--- config.mk ---
export PLATFORM = sky130hd
export DESIGN_NAME = psf_unicode_table_parser
export DESIGN_NICKNAME = d
export VERILOG_FILES = /design/src/hdl/psfutp_pkg.sv /design/src/hdl/psf_unicode_table_parser.sv
export SDC_FILE = /design/constraint.sdc
export NUM_CORES = 1
export LEC_CHECK = 0
export BUFFER_PORTS_ARGS = -buffer_cell sky130_fd_sc_hd__buf_2
export CAP_MARGIN = 25
export CORE_AREA = 5 5 130 132
export CTS_CLUSTER_DIAMETER = 200
export DETAILED_ROUTE_END_ITERATION = 7
export DIE_AREA = 0 0 135 137
export SYNTH_ARGS = -nofsm -noshare
export SYNTH_HDL_FRONTEND = slang
export SYNTH_SLANG_ARGS = --single-unit
--- constraint.sdc ---
create_clock -name aclk -period 3.9 [get_ports aclk]
set_input_delay 0.585 -clock aclk [delete_from_list [all_inputs] [get_ports aclk]]
set_output_delay 0.585 -clock aclk [all_outputs]
set_load 0.1 [all_outputs]
--- src/hdl/psfutp_pkg.sv ---
`default_nettype none

package psfutp_pkg;

    localparam logic [7:0] MARK_NEXT_GLYPH = 8'hFF;
    localparam logic [7:0] MARK_SEQ_START  = 8'hFE;

    localparam int CODE_W  = 21;
    localparam int GLYPH_W = 16;

    localparam logic [15:0] GLYPH_LIMIT_RESET = 16'd256;
    localparam logic [15:0] CODE_MAX          = 16'hFFFE;

    // Register indexes on the configuration port.
    localparam logic REG_FORMAT_MODE = 1'b0;
    localparam logic REG_GLYPH_LIMIT = 1'b1;

    localparam logic MODE_V1 = 1'b0;
    localparam logic MODE_V2 = 1'b1;

    typedef struct packed {
        logic [7:0] table_byte;
        logic       start_of_table;
    } psf_in_t;

    typedef struct packed {
        logic [15:0] code_point;
        logic [15:0] glyph_index;
    } psf_out_t;

endpackage

`default_nettype wire

--- src/hdl/psf_unicode_table_parser.sv ---
// A request's map write, if any, is registered into the output register when the request is accepted.
// Throughput: one table byte per cycle unless m_ready stalls a held result; decode is a single
// pass between the decoder state and the output register, which refills while its result is taken.
// Reset (aresetn low, synchronous) clears the glyph counter, the decoder state and the
// output valid, and sets format_mode to 0 and glyph_limit to 256.
`default_nettype none

module psf_unicode_table_parser
    import psfutp_pkg::*;
(
    input  wire logic        aclk,
    input  wire logic        aresetn,

    input  wire logic        s_valid,
    output logic             s_ready,
    input  wire psf_in_t     s_data,

    output logic             m_valid,
    input  wire logic        m_ready,
    output psf_out_t         m_data,

    input  wire logic        psel,
    input  wire logic        penable,
    input  wire logic        pwrite,
    input  wire logic [2:0]  paddr,
    input  wire logic [31:0] pwdata,
    output logic [31:0]      prdata,
    output logic             pready
);

    logic                format_mode_reg;
    logic [15:0]         glyph_limit_reg;
    logic [GLYPH_W-1:0]  glyph_counter_reg, glyph_counter_next;
    logic [1:0]          bytes_remaining_reg, bytes_remaining_next;
    logic [CODE_W-1:0]   partial_code_reg, partial_code_next;
    logic                m_valid_reg, m_valid_next;
    psf_out_t            m_data_reg, m_data_next;

    logic                accept;
    logic                cfg_write;
    logic [GLYPH_W-1:0]  counter_eff;
    logic [1:0]          remaining_eff;
    logic [CODE_W-1:0]   partial_eff;
    logic [7:0]          b;
    logic                emit;

    assign pready    = 1'b1;
    assign cfg_write = psel && penable && pwrite;
    assign prdata    = (paddr[2] == REG_GLYPH_LIMIT) ? {16'd0, glyph_limit_reg}
                                                     : {31'd0, format_mode_reg};

    always_ff @(posedge aclk) begin
        if (!aresetn) begin
            format_mode_reg <= MODE_V1;
            glyph_limit_reg <= GLYPH_LIMIT_RESET;
        end else if (cfg_write) begin
            if (paddr[2] == REG_GLYPH_LIMIT) begin
                glyph_limit_reg <= pwdata[15:0];
            end else begin
                format_mode_reg <= pwdata[0];
            end
        end
    end

    assign s_ready = !m_valid_reg || m_ready;
    assign accept  = s_valid && s_ready;
    assign b       = s_data.table_byte;

    always_comb begin
        // A new table clears the decoder before this byte is looked at.
        counter_eff   = s_data.start_of_table ? '0 : glyph_counter_reg;
        remaining_eff = s_data.start_of_table ? '0 : bytes_remaining_reg;
        partial_eff   = s_data.start_of_table ? '0 : partial_code_reg;

        glyph_counter_next   = counter_eff;
        bytes_remaining_next = remaining_eff;
        partial_code_next    = partial_eff;
        emit                 = 1'b0;

        if (remaining_eff != 2'd0) begin
            // Any byte is taken as a continuation while a sequence is open.
            partial_code_next    = {partial_eff[CODE_W-7:0], b[5:0]};
            bytes_remaining_next = remaining_eff - 2'd1;
            emit                 = (remaining_eff == 2'd1);
        end else if (format_mode_reg == MODE_V1 && counter_eff >= glyph_limit_reg) begin
            emit = 1'b0;
        end else if (b == MARK_NEXT_GLYPH) begin
            glyph_counter_next = counter_eff + 16'd1;
        end else if (b == MARK_SEQ_START) begin
            emit = 1'b0;
        end else if (b[7] == 1'b0) begin
            partial_code_next = {13'd0, b};
            emit              = 1'b1;
        end else if (b[7:5] == 3'b110) begin
            partial_code_next    = {16'd0, b[4:0]};
            bytes_remaining_next = 2'd1;
        end else if (b[7:4] == 4'b1110) begin
            partial_code_next    = {17'd0, b[3:0]};
            bytes_remaining_next = 2'd2;
        end else if (b[7:3] == 5'b11110 && format_mode_reg == MODE_V2) begin
            partial_code_next    = {18'd0, b[2:0]};
            bytes_remaining_next = 2'd3;
        end

        if (emit) begin
            emit = (partial_code_next != '0)
                && (partial_code_next[CODE_W-1:16] == '0)
                && (partial_code_next[15:0] <= CODE_MAX);
        end

        m_data_next.code_point  = partial_code_next[15:0];
        m_data_next.glyph_index = counter_eff;

        if (accept) begin
            m_valid_next = emit;
        end else begin
            m_valid_next = m_valid_reg && !m_ready;
        end
    end

    always_ff @(posedge aclk) begin
        if (!aresetn) begin
            glyph_counter_reg   <= '0;
            bytes_remaining_reg <= '0;
            partial_code_reg    <= '0;
            m_valid_reg         <= 1'b0;
        end else begin
            if (accept) begin
                glyph_counter_reg   <= glyph_counter_next;
                bytes_remaining_reg <= bytes_remaining_next;
                partial_code_reg    <= partial_code_next;
            end
            m_valid_reg <= m_valid_next;
        end
    end

    always_ff @(posedge aclk) begin
        if (accept) begin
            m_data_reg <= m_data_next;
        end
    end

    assign m_valid = m_valid_reg;
    assign m_data  = m_data_reg;

`ifndef SYNTHESIS
    a_code_in_range: assert property (@(posedge aclk) disable iff (!aresetn)
        m_valid_reg |-> (m_data_reg.code_point != 16'd0 && m_data_reg.code_point != 16'hFFFF))
        else $error("map write with out-of-range code point");

    a_reset_clears_valid: assert property (@(posedge aclk)
        !aresetn |=> !m_valid_reg)
        else $error("result valid after reset");

    a_state_holds_when_idle: assert property (@(posedge aclk) disable iff (!aresetn)
        (aresetn && !accept) |=> ($stable(glyph_counter_reg) && $stable(bytes_remaining_reg)))
        else $error("decoder state changed without an accepted request");
`endif

endmodule

`default_nettype wire
==> impl_metrics.yaml <==
floorplan:
  die_w_um: 135
  die_area_um2: 18500
  core_area_um2: 15600
  io_pins: 118
  core.rowCount: 46
  start_util_pct: 29.2
  fp.dieH_um: 137
cts:
  cts.sinks: 84
  cts_inserted_buffers: 9
  ctsResizeCount: 0
  cts_buffer_depth: 2
  hold_buffers: 0
  clkTransAtPathRegs_ns: 0.06
  cts_tree: "yes"
  clock_latency_ns: 0.34
  cts_setup_buffers: 0
  cts_max_level: 3
  cts-root-buf: "clkbuf_16"
placement:
  place_area_um2: 5180
  io_buffers: 82
  place_inst: 808
  pre_cts_ws_ns: 0.0691
  gp_congestion: 0.946
  place_hpwl_um: 9370
critical_path:
  worstSetupEndpointType: "flip-flop"
  worstPathArrival_ns: 3.74
  cp-start-kind: "primary input"
  crit_fanout: 16
  required_ns: 4.10
  crit_type: "in2reg"
  rr_startpoint: "glyph_counter_reg[13]"
  crit_path_start: "s_data[0]"
detailed_routing:
  wire_per_inst_um: 15.2
  wl_met2_um: 5850
  post_drt_via_cell_ratio: 4.86
  routed_wl_um: 12500
  drc: 0
  top_layer_used: "met4"
  wl_met3_um: 775
  drt-met1-wl_um: 5660
  num_vias: 4009
  drt_iter0_drc: 324
  firstDrtPassIters: 5
  ant_nets: 0
synth:
  avgSynthCellArea_um2: 8.77
  synth_ff_type: "dfxtp_1"
  yosys_warnings: 0
  synth_edf_count: 32
  ys_async_sr_fraction_pct: 0
  syn-cell-area_um2: 4560
  ys_types: 59
  ys_ff_latch: 84
  syn_inst: 520
  ys_seq_area_share_pct: 43.9
outcome:
  status: "complete, no violations"
sta:
  max-slew-margin-rel_pct: 55.2
  fin_crit_sh_pct: 90.8
  rsz0062_at_grt: "false"
  setup_tns_ns: 0
  min_period_ns: 3.54
  setup_ws_ns: 0.361
  tightest_slew_ns: 0.670
  finalMaxSlewViolations: 0
  holdWs_ns: 0.465
  fin_skew_ns: 0.0115
  setup_viol_count_final: 0
  fmax_mhz: 283
  finalHoldViolCount: 0
pwr:
  vdd_drop_max_v: 0.000212
  cellLeakagePower_nw: 2.33
  p_seq_share_pct: 40.9
  power.share.combinational_pct: 19.0
  pwr-share-clk_pct: 40.1
  switching_power_uw: 745
  powerDensity_nw_per_um2: 427
  internal_power_mw: 1.62
  switching_share_pct: 31.6
cells_and_area:
  layout_commonest_cell: "nand2_1"
  largest_reg_flops: 32
  antenna_cells: 0
  layout.nets: 671
  mostFrequentLayoutCells: "87 x nand2_1, 82 x buf_2, 52 x dfxtp_1"
  stdcell_area_um2: 5520
  drive_gt1_share_pct: 21.0
  syn_to_final_growth_pct: 21.1
  final_cells: 825
global_routing:
  antenna_found_initial: 0
  grt_use_total_pct: 13.5
  grt_pass1_wl_um: 19600
  grt_start_max_net_pins: 39
  grt_pass1_vias: 3895
  grt-ovfl-total: 0
job:
  maxCapViolCount: 0
min_path:
  hold_path_class: "reg2reg"
  worstHoldStart: "glyph_limit_reg[10]"
worst paths after layout:
check,to,cells after the start,slack [ns]
worst max-delay path,m_valid,12,0.36
worst min-delay path,glyph_limit_reg[10],2,0.46
worst max register to register,m_valid,11,0.53
worst min register to register,glyph_limit_reg[10],2,0.46
per-layer routing:
metal  vias to the layer above  global-route usage, %
met5                         -                      0
met4                         0                   4.31
met3                        21                   3.20
met2                       154                   22.6
met1                      1894                   17.3
li1                       1940                      -
power by group through the flow:
stage          Clock (mW)  Combinational (mW)  Sequential, mW
4_1_cts             0.964               0.448           0.965
5_1_grt              1.01               0.472           0.968
3_5_place_dp            0               0.447           0.983
6_report            0.946               0.449           0.965
3_3_place_gp            0               0.444           0.984
2_1_floorplan           0               0.225            1.12
logic make-up (layout without fill, tap and decap cells):
logic type | Yosys count | after routing | synth area share, %
other | 2 | 17 | 0.165
DFF | 84 | 84 | 43.9
adders and majority gates | 16 | 16 | 4.39
and+or+nand+nor | 228 | 228 | 24.1
AOI/OAI and AO/OA | 105 | 105 | 16.9
xor gates and xnor gates | 10 | 10 | 1.92
muxes | 2 | 2 | 0.467
buffers and inverters | 73 | 147 | 8.07
final cells by class:
class,instances,area (um2)
Multi-Input combinational cell,378,2240
Fill cell,1601,10100
Clock buffer,10,239
Clock inverter,6,92.6
Sequential cell,84,2000
Inverter,28,105
Tap cell,216,270
Timing Repair Buffer,103,568
Yosys cell counts (all sizes together), types with 2 or more instances:
| master | n | area share [%] |
|---|---|---|
| a21boi | 26 | 4.3 |
| a211o | 2 | 0.38 |
| o221ai | 3 | 0.71 |
| a22oi | 5 | 0.82 |
| nor2 | 40 | 3.3 |
| o311ai | 2 | 0.38 |
| o21ai | 20 | 2.4 |
| nor2b | 22 | 3.2 |
| and3 | 8 | 1.1 |
| o21a | 3 | 0.49 |
| xnor2 | 3 | 0.58 |
| nor4 | 2 | 0.27 |
| a22o | 3 | 0.58 |
| xor2 | 7 | 1.3 |
| dfxtp | 52 | 23 |
| buf | 22 | 3.9 |
| nand2b | 3 | 0.41 |
| a211oi | 3 | 0.49 |
| and2 | 12 | 1.6 |
| ha | 16 | 4.4 |
| edfxtp | 32 | 21 |
| a21oi | 11 | 1.2 |
| a31oi | 6 | 0.82 |
| inv | 27 | 2.2 |
| nor3 | 4 | 0.44 |
| a221oi | 2 | 0.38 |
| nor3b | 6 | 0.99 |
| and4 | 3 | 0.58 |
| nand2 | 87 | 7.2 |
| or3 | 2 | 0.27 |
| nand3 | 26 | 2.9 |
| clkbuf | 23 | 1.9 |
| or4 | 4 | 0.66 |
| or2 | 2 | 0.27 |
| conb | 2 | 0.16 |
| nand4 | 6 | 0.82 |
| o211a | 8 | 1.8 |
stage by stage:
step	power, mW	utilization, %
final	2.36	35.4
after detailed placement	1.43	33.2
after CTS	2.38	35.4
after floorplan	1.35	-
after global routing	2.45	35.4
after global placement	1.43	33.2
critical path, stage by stage:
cell and delay (ns):
buf_2 0.29, nor2b_1 0.14, ha_1 0.31, and4_1 0.25, nand2_1 0.11, a211o_1 0.30, o211a_1 0.21, o21ai_4 0.36
a21oi_1 0.18, or4_1 0.54, o41ai_1 0.39, a21oi_1 0.07
(Power assumes the default switching activity.)
